<file path="src/gtg_pkg.sv">
// ----------------------------------------------------------------------------
// gtg_pkg
// Shared constants, register indexes and the arctangent table of the
// go-to-goal proportional controller.
// ----------------------------------------------------------------------------
package gtg_pkg;

   // Field widths.
   localparam int POS_W    = 16;
   localparam int HEAD_W   = 15;
   localparam int GAIN_W   = 12;
   localparam int STOP_W   = 15;
   localparam int LIN_W    = 15;
   localparam int ANG_W    = 16;
   localparam int CSR_IDX_W = 3;
   localparam int CSR_DAT_W = 16;

   // Parameter defaults.
   localparam int CORDIC_STEPS_DEF  = 16;
   localparam int FRACTION_BITS_DEF = 8;
   localparam int TABLE_LEN         = 24;

   // CORDIC datapath widths.
   localparam int DIFF_W  = POS_W + 1;
   localparam int GUARD   = 14;
   localparam int XY_W    = 34;
   localparam int Z_W     = 35;
   localparam int BEAR_W  = 17;
   localparam int ERR_W   = BEAR_W + 1;
   localparam int DIST_W  = 20;
   localparam int INV_W   = 30;
   localparam int ANGLE_FRAC = 12;

   localparam logic [Z_W-1:0]   PI_Q30       = 35'd3373259426;
   localparam logic [INV_W-1:0] INV_GAIN_Q30 = 30'd652032874;

   // Reset values of the configuration registers.
   localparam logic [GAIN_W-1:0] LIN_GAIN_RST = 12'd51;
   localparam logic [GAIN_W-1:0] ANG_GAIN_RST = 12'd768;
   localparam logic [STOP_W-1:0] STOP_RST     = 15'd10;

   // Configuration register indexes.
   typedef enum logic [CSR_IDX_W-1:0] {
      REG_GOAL_X        = 3'd0,
      REG_GOAL_Y        = 3'd1,
      REG_LINEAR_GAIN   = 3'd2,
      REG_ANGULAR_GAIN  = 3'd3,
      REG_STOP_DISTANCE = 3'd4
   } reg_index_type;

   // Truncated arctangent of 2^-i in units of 2^-30 rad.
   function automatic logic [INV_W-1:0] atan_q30(input logic [4:0] idx);
      logic [INV_W-1:0] val;
      case (idx)
         5'd0:  val = 30'd843314856;
         5'd1:  val = 30'd497837829;
         5'd2:  val = 30'd263043836;
         5'd3:  val = 30'd133525158;
         5'd4:  val = 30'd67021686;
         5'd5:  val = 30'd33543515;
         5'd6:  val = 30'd16775850;
         5'd7:  val = 30'd8388437;
         5'd8:  val = 30'd4194282;
         5'd9:  val = 30'd2097149;
         5'd10: val = 30'd1048575;
         5'd11: val = 30'd524287;
         5'd12: val = 30'd262143;
         5'd13: val = 30'd131071;
         5'd14: val = 30'd65535;
         5'd15: val = 30'd32767;
         5'd16: val = 30'd16383;
         5'd17: val = 30'd8191;
         5'd18: val = 30'd4095;
         5'd19: val = 30'd2047;
         5'd20: val = 30'd1023;
         5'd21: val = 30'd511;
         5'd22: val = 30'd255;
         5'd23: val = 30'd127;
         default: val = '0;
      endcase
      return val;
   endfunction

endpackage

</file>
<file path="src/gtg_if.sv">
// ----------------------------------------------------------------------------
// gtg_if
// Channel interfaces for pose samples, speed commands and register writes.
// ----------------------------------------------------------------------------
interface gtg_req_if;
   logic                                  valid;
   logic                                  ready;
   logic signed [gtg_pkg::POS_W-1:0]      pos_x;
   logic signed [gtg_pkg::POS_W-1:0]      pos_y;
   logic signed [gtg_pkg::HEAD_W-1:0]     heading;
   modport source (output valid, pos_x, pos_y, heading, input ready);
   modport sink   (input valid, pos_x, pos_y, heading, output ready);
endinterface

interface gtg_rsp_if;
   logic                                  valid;
   logic                                  ready;
   logic [gtg_pkg::LIN_W-1:0]             linear_speed;
   logic signed [gtg_pkg::ANG_W-1:0]      angular_speed;
   logic                                  is_stop;
   logic                                  last;
   modport source (output valid, linear_speed, angular_speed, is_stop, last, input ready);
   modport sink   (input valid, linear_speed, angular_speed, is_stop, last, output ready);
endinterface

interface gtg_csr_if;
   logic                                  valid;
   logic                                  ready;
   logic [gtg_pkg::CSR_IDX_W-1:0]         index;
   logic [gtg_pkg::CSR_DAT_W-1:0]         data;
   modport source (output valid, index, data, input ready);
   modport sink   (input valid, index, data, output ready);
endinterface

</file>
<file path="src/go_to_goal_proportional_controller_core.sv">
// ----------------------------------------------------------------------------
// go_to_goal_proportional_controller_core
// Go-to-goal proportional controller for a unicycle robot.
// ----------------------------------------------------------------------------
// The first command of a pose transaction is worked out in turn by the CORDIC,
// one rotation per cycle; the gain-removal multiply, one bit of its 30-bit
// constant per cycle; and the two speed multiplies, one gain bit per cycle,
// run in parallel. Start pulses and done flags between the units are
// registered. A new pose is taken only after the receiver has accepted the
// last command of the previous one, which is the stop command when it
// follows. One pose is worked on at a time; a sample arriving after the goal
// was reached is taken and dropped. Register writes are always accepted.
// ----------------------------------------------------------------------------
module go_to_goal_proportional_controller_core #(
   parameter int CORDIC_STEPS  = gtg_pkg::CORDIC_STEPS_DEF,
   parameter int FRACTION_BITS = gtg_pkg::FRACTION_BITS_DEF
) (
   input  logic      clock,
   input  logic      reset,
   gtg_req_if.sink   req_ch,
   gtg_rsp_if.source rsp_ch,
   gtg_csr_if.sink   csr_ch
);

   localparam int DIFF_W = gtg_pkg::DIFF_W;
   localparam int XY_W   = gtg_pkg::XY_W;
   localparam int INV_W  = gtg_pkg::INV_W;
   localparam int DIST_W = gtg_pkg::DIST_W;
   localparam int GAIN_W = gtg_pkg::GAIN_W;
   localparam int ERR_W  = gtg_pkg::ERR_W;
   localparam int LP_W   = DIST_W + 1 + GAIN_W;
   localparam int AP_W   = ERR_W + GAIN_W;
   localparam int DP_W   = XY_W + INV_W;
   localparam int LIN_W  = gtg_pkg::LIN_W;
   localparam int ANG_W  = gtg_pkg::ANG_W;

   typedef enum logic [2:0] {
      S_IDLE, S_CORDIC, S_SCALE, S_GAIN, S_MOVE, S_STOP
   } state_type;

   // Configuration registers.
   logic signed [gtg_pkg::POS_W-1:0] goal_x_ff, goal_y_ff;
   logic [GAIN_W-1:0]                lin_gain_ff, ang_gain_ff;
   logic [gtg_pkg::STOP_W-1:0]       stop_ff;

   assign csr_ch.ready = 1'b1;

   always_ff @(posedge clock) begin
      if (reset) begin
         goal_x_ff   <= '0;
         goal_y_ff   <= '0;
         lin_gain_ff <= gtg_pkg::LIN_GAIN_RST;
         ang_gain_ff <= gtg_pkg::ANG_GAIN_RST;
         stop_ff     <= gtg_pkg::STOP_RST;
      end else if (csr_ch.valid) begin
         case (gtg_pkg::reg_index_type'(csr_ch.index))
            gtg_pkg::REG_GOAL_X:        goal_x_ff   <= csr_ch.data;
            gtg_pkg::REG_GOAL_Y:        goal_y_ff   <= csr_ch.data;
            gtg_pkg::REG_LINEAR_GAIN:   lin_gain_ff <= csr_ch.data[GAIN_W-1:0];
            gtg_pkg::REG_ANGULAR_GAIN:  ang_gain_ff <= csr_ch.data[GAIN_W-1:0];
            gtg_pkg::REG_STOP_DISTANCE: stop_ff     <= csr_ch.data[gtg_pkg::STOP_W-1:0];
            default: ;
         endcase
      end
   end

   // Datapath units.
   state_type                       state_ff;
   logic                            reached_ff;
   logic                            cordic_go_ff, scale_go_ff, gain_go_ff;
   logic signed [DIFF_W-1:0]        dx_ff, dy_ff;
   logic signed [gtg_pkg::HEAD_W-1:0] head_ff;
   logic                            cordic_done, scale_done, lin_done, ang_done;
   logic signed [XY_W-1:0]          mag;
   logic signed [gtg_pkg::BEAR_W-1:0] bearing;
   logic signed [gtg_pkg::BEAR_W-1:0] bear_ff;
   logic signed [DP_W-1:0]          dprod;
   logic [DP_W-1:0]                 dround;
   logic [DIST_W-1:0]               dist_ff;
   logic signed [LP_W-1:0]          lprod;
   logic signed [AP_W-1:0]          aprod;
   logic signed [ERR_W-1:0]         err;
   logic [LP_W:0]                   lround;
   logic signed [AP_W:0]            around;
   logic [LIN_W-1:0]                lin_sat;
   logic signed [ANG_W-1:0]         ang_sat;

   gtg_cordic #(.CORDIC_STEPS(CORDIC_STEPS)) u_cordic (
      .clock(clock), .reset(reset), .start(cordic_go_ff),
      .dx(dx_ff), .dy(dy_ff), .done(cordic_done), .mag(mag), .bearing(bearing)
   );

   gtg_sermul #(.AW(XY_W), .BW(INV_W)) u_scale (
      .clock(clock), .reset(reset), .start(scale_go_ff), .a(mag),
      .b(gtg_pkg::INV_GAIN_Q30), .done(scale_done), .product(dprod)
   );

   gtg_sermul #(.AW(DIST_W + 1), .BW(GAIN_W)) u_lin (
      .clock(clock), .reset(reset), .start(gain_go_ff), .a({1'b0, dist_ff}),
      .b(lin_gain_ff), .done(lin_done), .product(lprod)
   );

   assign err = ERR_W'(bear_ff) - ERR_W'(head_ff);

   gtg_sermul #(.AW(ERR_W), .BW(GAIN_W)) u_ang (
      .clock(clock), .reset(reset), .start(gain_go_ff), .a(err),
      .b(ang_gain_ff), .done(ang_done), .product(aprod)
   );

   // Rounding and saturation of the results.
   always_comb begin
      dround = DP_W'(dprod) + (DP_W'(1) << (29 + gtg_pkg::GUARD));
      lround = ((LP_W + 1)'(lprod) + ((LP_W + 1)'(1) << (FRACTION_BITS - 1)))
               >> FRACTION_BITS;
      around = ((AP_W + 1)'(aprod) + ((AP_W + 1)'(1) <<< (gtg_pkg::ANGLE_FRAC - 1)))
               >>> gtg_pkg::ANGLE_FRAC;
      lin_sat = (lround > (LP_W + 1)'({LIN_W{1'b1}})) ? {LIN_W{1'b1}}
                                                      : lround[LIN_W-1:0];
      if (around > (AP_W + 1)'(32767)) begin
         ang_sat = ANG_W'(32767);
      end else if (around < -(AP_W + 1)'(32768)) begin
         ang_sat = {1'b1, {(ANG_W - 1){1'b0}}};
      end else begin
         ang_sat = around[ANG_W-1:0];
      end
   end

   assign req_ch.ready = (state_ff == S_IDLE);

   // Sequencer and result register.
   always_ff @(posedge clock) begin
      if (reset) begin
         state_ff      <= S_IDLE;
         reached_ff    <= 1'b0;
         cordic_go_ff  <= 1'b0;
         scale_go_ff   <= 1'b0;
         gain_go_ff    <= 1'b0;
         rsp_ch.valid  <= 1'b0;
      end else begin
         cordic_go_ff <= 1'b0;
         scale_go_ff  <= 1'b0;
         gain_go_ff   <= 1'b0;
         case (state_ff)
            S_IDLE: begin
               if (req_ch.valid && !reached_ff) begin
                  dx_ff        <= DIFF_W'(goal_x_ff) - DIFF_W'(req_ch.pos_x);
                  dy_ff        <= DIFF_W'(goal_y_ff) - DIFF_W'(req_ch.pos_y);
                  head_ff      <= req_ch.heading;
                  cordic_go_ff <= 1'b1;
                  state_ff     <= S_CORDIC;
               end
            end
            S_CORDIC: begin
               if (cordic_done) begin
                  bear_ff     <= bearing;
                  scale_go_ff <= 1'b1;
                  state_ff    <= S_SCALE;
               end
            end
            S_SCALE: begin
               if (scale_done) begin
                  dist_ff    <= dround[DP_W-1 -: DIST_W];
                  gain_go_ff <= 1'b1;
                  state_ff   <= S_GAIN;
               end
            end
            S_GAIN: begin
               if (lin_done && ang_done) begin
                  rsp_ch.valid         <= 1'b1;
                  rsp_ch.linear_speed  <= lin_sat;
                  rsp_ch.angular_speed <= ang_sat;
                  rsp_ch.is_stop       <= 1'b0;
                  rsp_ch.last          <= !(DIST_W'(stop_ff) >= dist_ff);
                  state_ff             <= S_MOVE;
               end
            end
            S_MOVE: begin
               if (rsp_ch.ready) begin
                  if (rsp_ch.last) begin
                     rsp_ch.valid <= 1'b0;
                     state_ff     <= S_IDLE;
                  end else begin
                     rsp_ch.linear_speed  <= '0;
                     rsp_ch.angular_speed <= '0;
                     rsp_ch.is_stop       <= 1'b1;
                     rsp_ch.last          <= 1'b1;
                     reached_ff           <= 1'b1;
                     state_ff             <= S_STOP;
                  end
               end
            end
            S_STOP: begin
               if (rsp_ch.ready) begin
                  rsp_ch.valid <= 1'b0;
                  state_ff     <= S_IDLE;
               end
            end
            default: state_ff <= S_IDLE;
         endcase
      end
   end

endmodule

</file>
<file path="src/gtg_sermul.sv">
// ----------------------------------------------------------------------------
// gtg_sermul
// Bit-serial multiplier: signed multiplicand times unsigned multiplier,
// one multiplier bit per cycle, low product bits shifted into a register.
// ----------------------------------------------------------------------------
module gtg_sermul #(
   parameter int AW = 18,
   parameter int BW = 12
) (
   input  logic                  clock,
   input  logic                  reset,
   input  logic                  start,
   input  logic signed [AW-1:0]  a,
   input  logic [BW-1:0]         b,
   output logic                  done,
   output logic signed [AW+BW-1:0] product
);

   localparam int CW = $clog2(BW + 1);

   logic signed [AW-1:0] a_ff;
   logic [BW-1:0]        b_ff, b_in;
   logic signed [AW:0]   acc_ff, acc_in;
   logic [BW-1:0]        lo_ff, lo_in;
   logic [CW-1:0]        cnt_ff, cnt_in;
   logic                 busy_ff, busy_in;
   logic                 done_ff, done_in;
   logic signed [AW:0]   addend, sum;

   // One add and shift per multiplier bit.
   always_comb begin
      addend  = b_ff[0] ? {a_ff[AW-1], a_ff} : '0;
      sum     = acc_ff + addend;
      acc_in  = acc_ff;
      lo_in   = lo_ff;
      b_in    = b_ff;
      cnt_in  = cnt_ff;
      busy_in = busy_ff;
      done_in = 1'b0;
      if (start) begin
         acc_in  = '0;
         lo_in   = '0;
         b_in    = b;
         cnt_in  = '0;
         busy_in = 1'b1;
      end else if (busy_ff) begin
         acc_in = {sum[AW], sum[AW:1]};
         lo_in  = {sum[0], lo_ff[BW-1:1]};
         b_in   = {1'b0, b_ff[BW-1:1]};
         cnt_in = cnt_ff + 1'b1;
         if (cnt_ff == CW'(BW - 1)) begin
            busy_in = 1'b0;
            done_in = 1'b1;
         end
      end
   end

   always_ff @(posedge clock) begin
      if (start) begin
         a_ff <= a;
      end
      acc_ff <= acc_in;
      lo_ff  <= lo_in;
      b_ff   <= b_in;
      cnt_ff <= cnt_in;
      if (reset) begin
         busy_ff <= 1'b0;
         done_ff <= 1'b0;
      end else begin
         busy_ff <= busy_in;
         done_ff <= done_in;
      end
   end

   assign done    = done_ff;
   assign product = {acc_ff[AW-1:0], lo_ff};

endmodule

</file>
<file path="src/gtg_cordic.sv">
// ----------------------------------------------------------------------------
// gtg_cordic
// Iterative vectoring CORDIC: one rotation per cycle, giving the scaled
// magnitude and the bearing of the goal offset.
// ----------------------------------------------------------------------------
module gtg_cordic #(
   parameter int CORDIC_STEPS = gtg_pkg::CORDIC_STEPS_DEF
) (
   input  logic                                 clock,
   input  logic                                 reset,
   input  logic                                 start,
   input  logic signed [gtg_pkg::DIFF_W-1:0]    dx,
   input  logic signed [gtg_pkg::DIFF_W-1:0]    dy,
   output logic                                 done,
   output logic signed [gtg_pkg::XY_W-1:0]      mag,
   output logic signed [gtg_pkg::BEAR_W-1:0]    bearing
);

   localparam int XY_W = gtg_pkg::XY_W;
   localparam int Z_W  = gtg_pkg::Z_W;
   localparam int NSTEP = (CORDIC_STEPS < gtg_pkg::TABLE_LEN) ? CORDIC_STEPS
                                                             : gtg_pkg::TABLE_LEN;

   logic signed [XY_W-1:0] x_ff, x_in, y_ff, y_in, xs, ys, x0, y0;
   logic signed [Z_W-1:0]  z_ff, z_in, z0, zr;
   logic [4:0]             i_ff, i_in;
   logic                   busy_ff, busy_in, done_ff, done_in;
   logic                   zero_ff, zero_in;
   logic signed [Z_W-1:0]  at;

   // Start vector, folded into the right half plane.
   always_comb begin
      x0 = XY_W'(dx) <<< gtg_pkg::GUARD;
      y0 = XY_W'(dy) <<< gtg_pkg::GUARD;
      z0 = '0;
      if (dx < 0) begin
         x0 = -x0;
         y0 = -y0;
         z0 = (dy >= 0) ? gtg_pkg::PI_Q30 : -gtg_pkg::PI_Q30;
      end
   end

   // One micro-rotation per cycle.
   always_comb begin
      xs      = x_ff >>> i_ff;
      ys      = y_ff >>> i_ff;
      at      = Z_W'(gtg_pkg::atan_q30(i_ff));
      x_in    = x_ff;
      y_in    = y_ff;
      z_in    = z_ff;
      i_in    = i_ff;
      busy_in = busy_ff;
      done_in = 1'b0;
      zero_in = zero_ff;
      if (start) begin
         x_in    = x0;
         y_in    = y0;
         z_in    = z0;
         i_in    = '0;
         busy_in = 1'b1;
         zero_in = (dx == 0) && (dy == 0);
      end else if (busy_ff) begin
         if (y_ff >= 0) begin
            x_in = x_ff + ys;
            y_in = y_ff - xs;
            z_in = z_ff + at;
         end else begin
            x_in = x_ff - ys;
            y_in = y_ff + xs;
            z_in = z_ff - at;
         end
         i_in = i_ff + 1'b1;
         if (i_ff == 5'(NSTEP - 1)) begin
            busy_in = 1'b0;
            done_in = 1'b1;
         end
      end
   end

   always_ff @(posedge clock) begin
      x_ff    <= x_in;
      y_ff    <= y_in;
      z_ff    <= z_in;
      i_ff    <= i_in;
      zero_ff <= zero_in;
      if (reset) begin
         busy_ff <= 1'b0;
         done_ff <= 1'b0;
      end else begin
         busy_ff <= busy_in;
         done_ff <= done_in;
      end
   end

   // Round the angle half up to the output fraction.
   assign zr      = (z_ff + (Z_W'(1) <<< (29 - gtg_pkg::ANGLE_FRAC))) >>>
                    (30 - gtg_pkg::ANGLE_FRAC);
   assign bearing = zero_ff ? '0 : zr[gtg_pkg::BEAR_W-1:0];
   assign mag     = (x_ff < 0) ? '0 : x_ff;
   assign done    = done_ff;

endmodule
</file>
<file path="src/flat_wrapper.sv">
// flat-port wrapper written by rule: the top's interface ports become plain ports
module go_to_goal_proportional_controller_core_flat 
#(
   parameter int CORDIC_STEPS  = gtg_pkg::CORDIC_STEPS_DEF,
   parameter int FRACTION_BITS = gtg_pkg::FRACTION_BITS_DEF
)
  (clock, reset, req_ch_valid, req_ch_pos_x, req_ch_pos_y, req_ch_heading, req_ch_ready, rsp_ch_valid, rsp_ch_linear_speed, rsp_ch_angular_speed, rsp_ch_is_stop, rsp_ch_last, rsp_ch_ready, csr_ch_valid, csr_ch_index, csr_ch_data, csr_ch_ready);
  gtg_req_if req_ch_i ();
  gtg_rsp_if rsp_ch_i ();
  gtg_csr_if csr_ch_i ();
  input  logic clock;
  input  logic reset;
  input wire logic [$bits(req_ch_i.valid)-1:0] req_ch_valid;
  input wire logic [$bits(req_ch_i.pos_x)-1:0] req_ch_pos_x;
  input wire logic [$bits(req_ch_i.pos_y)-1:0] req_ch_pos_y;
  input wire logic [$bits(req_ch_i.heading)-1:0] req_ch_heading;
  output wire logic [$bits(req_ch_i.ready)-1:0] req_ch_ready;
  output wire logic [$bits(rsp_ch_i.valid)-1:0] rsp_ch_valid;
  output wire logic [$bits(rsp_ch_i.linear_speed)-1:0] rsp_ch_linear_speed;
  output wire logic [$bits(rsp_ch_i.angular_speed)-1:0] rsp_ch_angular_speed;
  output wire logic [$bits(rsp_ch_i.is_stop)-1:0] rsp_ch_is_stop;
  output wire logic [$bits(rsp_ch_i.last)-1:0] rsp_ch_last;
  input wire logic [$bits(rsp_ch_i.ready)-1:0] rsp_ch_ready;
  input wire logic [$bits(csr_ch_i.valid)-1:0] csr_ch_valid;
  input wire logic [$bits(csr_ch_i.index)-1:0] csr_ch_index;
  input wire logic [$bits(csr_ch_i.data)-1:0] csr_ch_data;
  output wire logic [$bits(csr_ch_i.ready)-1:0] csr_ch_ready;
  assign req_ch_i.valid = req_ch_valid;
  assign req_ch_i.pos_x = req_ch_pos_x;
  assign req_ch_i.pos_y = req_ch_pos_y;
  assign req_ch_i.heading = req_ch_heading;
  assign req_ch_ready = req_ch_i.ready;
  assign rsp_ch_valid = rsp_ch_i.valid;
  assign rsp_ch_linear_speed = rsp_ch_i.linear_speed;
  assign rsp_ch_angular_speed = rsp_ch_i.angular_speed;
  assign rsp_ch_is_stop = rsp_ch_i.is_stop;
  assign rsp_ch_last = rsp_ch_i.last;
  assign rsp_ch_i.ready = rsp_ch_ready;
  assign csr_ch_i.valid = csr_ch_valid;
  assign csr_ch_i.index = csr_ch_index;
  assign csr_ch_i.data = csr_ch_data;
  assign csr_ch_ready = csr_ch_i.ready;
  go_to_goal_proportional_controller_core #(.CORDIC_STEPS(CORDIC_STEPS), .FRACTION_BITS(FRACTION_BITS)) u_core (.clock(clock), .reset(reset), .req_ch(req_ch_i), .rsp_ch(rsp_ch_i), .csr_ch(csr_ch_i));
endmodule
</file>
<file path="config.mk">
export PLATFORM = sky130hd
export DESIGN_NAME = go_to_goal_proportional_controller_core_flat
export DESIGN_NICKNAME = d
export VERILOG_FILES = /design/src/gtg_pkg.sv /design/src/gtg_if.sv /design/src/go_to_goal_proportional_controller_core.sv /design/src/gtg_sermul.sv /design/src/gtg_cordic.sv /design/src/flat_wrapper.sv
export SDC_FILE = /design/constraint.sdc
export NUM_CORES = 2
export LEC_CHECK = 0
export BUFFER_PORTS_ARGS = -buffer_cell sky130_fd_sc_hd__buf_2
export CORE_ASPECT_RATIO = 1.4
export CORE_UTILIZATION = 38
export DETAILED_ROUTE_END_ITERATION = 8
export GPL_ROUTABILITY_DRIVEN = 0
export PLACE_DENSITY_LB_ADDON = 0.2
export SLEW_MARGIN = 20
export SYNTH_ARGS = -nofsm -noshare
export SYNTH_HDL_FRONTEND = slang
export SYNTH_SLANG_ARGS = --single-unit
</file>
<file path="constraint.sdc">
create_clock -name clock -period 9.9 [get_ports clock]
set_input_delay 1.98 -clock clock [delete_from_list [all_inputs] [get_ports clock]]
set_output_delay 1.98 -clock clock [all_outputs]
set_load 0.1 [all_outputs]
</file>
# == Word level (Yosys, flattened, before mapping) ==
# Memories as Yosys holds them, arrays and structs flattened. A register that Yosys moved wholly into a read port is not among the register bits.
# Cells that the tools add are included.
# Widths: inputs -> output; s select.
# op_classes
n_addsub,22
n_eq_ne,21
n_bitwise,9
shift,2
magnitude_cmp,8
mux,72
n_reduce_logical,34
# ops
op,count
$mux 34,8
$mux 35,6
$mux 16,5
$add 34x34->34,2
$neg 31->34,2
$sshr 34x5->34,2
$sub 34x34->34,2
$add 64x45->64 const B,1
$logic_not 32->1,2
$mux 15,4
$mux 12,4
$add 34x35->35,1
$add 35x19->35 const B,1
$add 35x31->35,1
$sub 35x31->35,1
$add 33x9->34 const B,1
$ge 34x1->1 const B,1
$lt 34x1->1 const B,1
$sub 16x16->17,2
$pmux 16 s2,1
$add 30x13->31 const B,1
$pmux 15 s2,1
$mux 1,28
$gt 26x15->1 const B,1
other kinds (38),89
# word_totals
n_memories,1
elab_cells,217
register_bits,581
inputBits,71
output_inout_bits,36
rom_bits,960
# mem_list
memory,words,width,read_ports,rd_clocked_by_memory_dff,wr,line_no,rtl
(name not given),32,30,1,1,0,gtg_pkg.sv:54,case (idx)

# == Depth between registers and ports, before layout ==
# depth
word_depth,6
mapped_depth,30
mapped_depth_nobuf,25

# == Hierarchy ==
# From an unflattened synthesis, not the netlist that was laid out.
# hier_totals
hier_cells,4553
area_unflattened_um2,42814.8
# modules_own_cells
mod,seq_area_each_um2,area_per_inst_um2,cells_each,instances
gtg_cordic,3863.7,18450.2,2143,1
go_to_goal_proportional_controller_core,5154.9,10644.0,1107,1
gtg_sermul at u_core.u_scale,3343.2,6731.5,637,1
gtg_sermul at u_core.u_lin,1771.7,3677.3,351,1
gtg_sermul at u_core.u_ang,1621.6,3311.9,315,1

# == Worst setup path before layout ==
# OpenSTA, ideal clock, no wires.
# synth_path
kind,input-to-reg
startpoint,input port reset
endpoint,"register u_core.dx_ff[0], enable pin"
setup_slack_ns,3.529
setup_time_ns,0.516
n_path_buf,1
cell_stages,3
required_ns,9.384
t_arrival_ns,5.855
path_cell_list,clkbuf_1 -> or3_1 -> nor3_1
# synth_via
elab_chain_cells,2
# synth_lines
item,line_no,rtl
from (decl),flat_wrapper.sv:12,input logic reset;
$not 1->1 (no source line),--,
$reduce_and 3->1 (no source line),--,
to (signal assigned),go_to_goal_proportional_controller_core.sv:146,dx_ff <= DIFF_W'(goal_x_ff) - DIFF_W'(req_ch.pos_x);
to (decl),go_to_goal_proportional_controller_core.sv:71,"logic signed [DIFF_W-1:0] dx_ff, dy_ff;"
# No other way between the ends.
# A chain may end at the register's enable or synchronous reset.

# == Worst setup path in the final report ==
# layout_path
startpoint,register u_core.u_cordic.i_ff[1]
endpoint,"register u_core.u_cordic.y_ff[33], data pin"
# layout_via
elab_chain_cells,5
word_cells_on_any_way,6
cone_classes,2 x add/sub; 1 x shift; 3 x mux
# layout_lines
item,line_no,rtl
from (decl),gtg_cordic.sv:26,"logic [4:0] i_ff, i_in;"
from (signal assigned),gtg_cordic.sv:84,i_ff <= i_in;
$sshr 34x5->34 *,gtg_cordic.sv:45,xs = x_ff >>> i_ff;
$add 34x34->34 or $sub 34x34->34 (tied branches),"gtg_cordic.sv:69, gtg_cordic.sv:65",
$mux 34 *,gtg_cordic.sv:63,if (y_ff >= 0) begin
$mux 34 *,gtg_cordic.sv:62,end else if (busy_ff) begin
$mux 34 *,gtg_cordic.sv:55,if (start) begin
net u_core.u_cordic.y_in[33],gtg_cordic.sv:24,"logic signed [XY_W-1:0] x_ff, x_in, y_ff, y_in, xs, ys, x0, y0;"
to (signal assigned),gtg_cordic.sv:82,y_ff <= y_in;
to (decl),gtg_cordic.sv:24,
# Mark *: on every way through the listed nets, which the timed path passes. The rest lies on a longest branch. The select of a mux whose other input is x is not followed.

==> flow_summary_export.csv <==
group,metric,value,unit
status,status,"completed",
synthesis,synth_compound_area_frac,0.160,
worst_setup_path,cp_top_family,"compound AO/OA/AOI/OAI gates",
route,ant_nets,0,
route,wl_per_cell,18.4,um
sta,maxSlewHeadroom,0.251,
sta,hold_viol_final,0,
worst_setup_path,cp_slowest_stage_delay,0.85,ns
layout,multi_input_area,0.0237,mm^2
clock_network,cts_made_buffers,59,
min_path,hp-class,"reg2reg",
synthesis,synthMostInstantiatedCell,"nand2_1",
sta,rsz0062_at_grt,"no",
layout,final_area,0.0435,mm^2
synthesis,synth_xor_area_frac,0.0749,
route,first_iter_violations,2092,
worst_setup_path,cp_common_cell,"a21oi_1",
route,vias,31500,
worst_setup_path,critPathSlowestCell,"dfxtp_4",
die,die_y,385,um
synthesis,ys_top_cells_by_area,"edfxtp_1, dfxtp_1, ha_1, mux4_2, xnor2_1",
worst_setup_path,crit_chain,"buf_4 -> nand2b_1 -> o21a_1 -> mux2_2 -> a2111oi_2 -> nand4_1 -> nor4_2 -> nor2_1 -> xnor2_1 -> ha_1 -> a21oi_1 -> a21oi_1 -> o211a_1 -> a221o_1 -> a21oi_1 -> a211oi_1 -> nor4_1 -> nor4_1 -> a2111oi_0 -> a21oi_1 -> o211a_1",
worst_setup_path,crit_path_start_kind,"register",
layout,postLayoutCoreUtil,0.419,
global_route,grt_pass1_wl,166,mm
global_route,antenna_found_initial,1,
clock_network,postCtsHoldBufs,0,
die,fp-row-count,140,
synthesis,synth_edf_count,319,
worst_setup_path,path_class,"reg2reg",
placement,io_buffers,105,
worst_setup_path,timing.critical_path.buf_inv,1,
die,die_x,275,um
pwr,max-vdd-ir-drop,0.178,mV
worst_setup_path,cp_max_fo,53,
clock_network,post_cts_resize_count,0,
route,drc_errors,0,
clock_network,cts_setup_buffers,0,
sta,worst_pin_slew,1.12,ns
global_route,grt_pass1_vias,30900,
pwr,p_leak,17.0,nW
sta,fin_crit_sh,0.795,
synthesis,ys_warn_count,0,
run,maxCapViolations,0,
clock_network,clk_pin_slew_worst_paths,0.06,ns
synthesis,muxShareOfSynthArea,0.102,
route,firstDrtPassIters,5,
synthesis,async_flop_share,0,
pwr,power_density,405,mW/mm^2
die,core,0.104,mm^2
sta,post-route-min-period,7.87,ns
synthesis,synth_cell_types,97,
synthesis,synth_top_area_cell,"edfxtp_1",
synthesis,yosys.area_share.simple,0.174,
synthesis,synth_seq_cells,563,
synthesis,netlist.area_leader.share,0.241,
layout,seqCellArea,0.0145,mm^2
global_route,globalRoute.totalOverflow,0,
placement,hpwl,77.7,mm
sta,setup_viol,0,
sta,skew,0.0344,ns
synthesis,yosysSeqAreaShare,0.364,
clock_network,clk_latency,0.65,ns
sta,max_freq,0.127,GHz
worst_setup_path,end_kind,"register",
synthesis,syn_nets,4625,
worst_setup_path,arrival,8.28,ns
synthesis,netlist_area,0.0397,mm^2
worst_setup_path,crit_required,10.31,ns
die,die_area,0.106,mm^2
synthesis,synth_ff_type,"edfxtp_1",
die,start_util,0.383,
clock_network,cts-htree-levels,2,
global_route,grt_max_degree,82,
layout,nNetsFinal,4625,
layout,syn_to_final_growth,9.49,%
route,viasPerCell,5.53,
synthesis,synth_cells,4286,
synthesis,synth_top_family_by_area,"simple AND/OR/NAND/NOR gates",
clock_network,cts_root_buf,"clkbuf_16",
sta,setup_tns,0,ns
die,ios,107,
placement,placed_area,0.0414,mm^2
clock_network,cts_tree,"done",
synthesis,synth_top_cells_by_count,"nand2_1, nor2_1, edfxtp_1",
layout,fillers,10300,
clock_network,clock_sinks,563,
route,wl,105,mm
synthesis,avgSynthCellArea,9.27,um^2
sta,slew_violations,0,
layout,drive_gt1_frac,0.104,
global_route,grt_use_total,0.196,
synthesis,synthAdderAreaFrac,0.0861,
clock_network,cts_buffer_depth,3,
## report_power, final
group          internal (mW)  switching, mW
combinational           4.74           6.35
clock                   1.38          0.996
sequential              3.46          0.719
## through the flow
stage | power [mW] | setup slack (ns) | hold slack [ns] | std cells
after global routing | 19.0 | 1.41 | 0.454 | 5685
after detailed placement | 15.2 | 2.14 | 0.436 | 5574
after CTS | 17.7 | 2.10 | 0.447 | 5685
after global placement | 15.1 | 2.18 | 0.436 | 5574
after floorplan | 12.7 | 3.53 | 0.417 | 4286
final | 17.6 | 2.03 | 0.447 | 5686
## sequential cells by signal, summed over array words and instances (netlist names), 18 cells and up
signal / flops
u_core.u_cordic.z_ff: 35
u_core.u_cordic.x_ff: 34
u_core.u_cordic.y_ff: 34
u_core.u_scale.a_ff: 34
u_core.u_scale.acc_ff: 34
u_core.u_cordic.at: 30
u_core.u_scale.b_ff: 30
u_core.u_lin.acc_ff: 21
u_core.dist_ff: 20
u_core.u_lin.a_ff: 20
u_core.u_ang.a_ff: 18
u_core.u_ang.acc_ff: 18
## metal layers
layer,vias up,share of wire,global-route usage
li1,15500,-,-
met1,14900,0.41,0.229
met2,754,0.50,0.354
met3,258,0.037,0.0203
met4,2,0.050,0.0916
met5,-,0.000086,0
## worst register-to-register path: cells and delay by family, from the launching register on
kind,cells,cell delay [ns]
flops,1,0.85
simple gates,6,1.78
compound gates,11,3.40
mux,1,0.32
xor+xnor,1,0.15
fa+ha+maj,1,0.34
buf+inv,1,0.79
## layout make-up
class / count / area share
diodes: 1 / 0.0000575
clock inverters: 33 / 0.00756
repair buffers: 138 / 0.0178
inverters: 191 / 0.0165
well taps: 1349 / 0.0388
flip-flops and latches: 563 / 0.333
multi-input cells: 3333 / 0.545
clock buffers: 78 / 0.0409
## worst paths after layout
check | from | end | slack, ns | depth (start not counted)
worst max-delay path | u_core.u_cordic.i_ff[1]$_SDFFE_PP0P_ | u_core.u_cordic.y_ff[33]$_DFFE_PP_ | 2.03 | 21
worst min register to register | u_core.dist_ff[2]$_DFFE_PP_ | u_core.u_lin.a_ff[2]$_DFFE_PP_ | 0.45 | 0
worst max register to register | u_core.u_cordic.i_ff[1]$_SDFFE_PP0P_ | u_core.u_cordic.y_ff[33]$_DFFE_PP_ | 2.03 | 21
worst min-delay path | u_core.dist_ff[2]$_DFFE_PP_ | u_core.u_lin.a_ff[2]$_DFFE_PP_ | 0.45 | 0
## kinds of logic after synthesis
| kind of cell | count (synthesis) |
|---|---|
| XOR/XNOR | 340 |
| adder cells (fa/ha/maj) | 268 |
| buffers and inverters | 390 |
| multiplexers | 277 |
| other | 2 |
| flip-flops | 563 |
| AO/OA/AOI/OAI | 1004 |
| AND/OR/NAND/NOR | 1442 |
## placed cells by master (no fill, tap or decap), types with 11 or more instances in the layout
cell type / n
nor2b_1: 96
nand2_1: 447
nand3b_1: 17
dfxtp_1: 234
buf_2: 104
mux4_2: 97
nor3_1: 70
o31ai_1: 51
or2_2: 24
a2111oi_0: 11
clkbuf_16: 67
o21a_1: 37
a211oi_1: 30
o211ai_1: 22
ha_1: 259
or3_1: 29
nand4_1: 26
nand3_1: 103
and2_1: 98
mux2_2: 41
or4_1: 15
xor2_1: 131
a211o_1: 26
o22ai_1: 25
nand2b_1: 43
a21boi_0: 26
edfxtp_1: 319
o21ai_0: 250
nor4_1: 14
o21bai_1: 18
mux2i_1: 138
a21o_1: 77
inv_1: 185
a31oi_1: 39
buf_4: 34
a21oi_1: 292
and3_1: 46
clkinv_2: 11
nor2_1: 372
xnor2_1: 209
No activity file was read; power rests on OpenSTA's default activity.
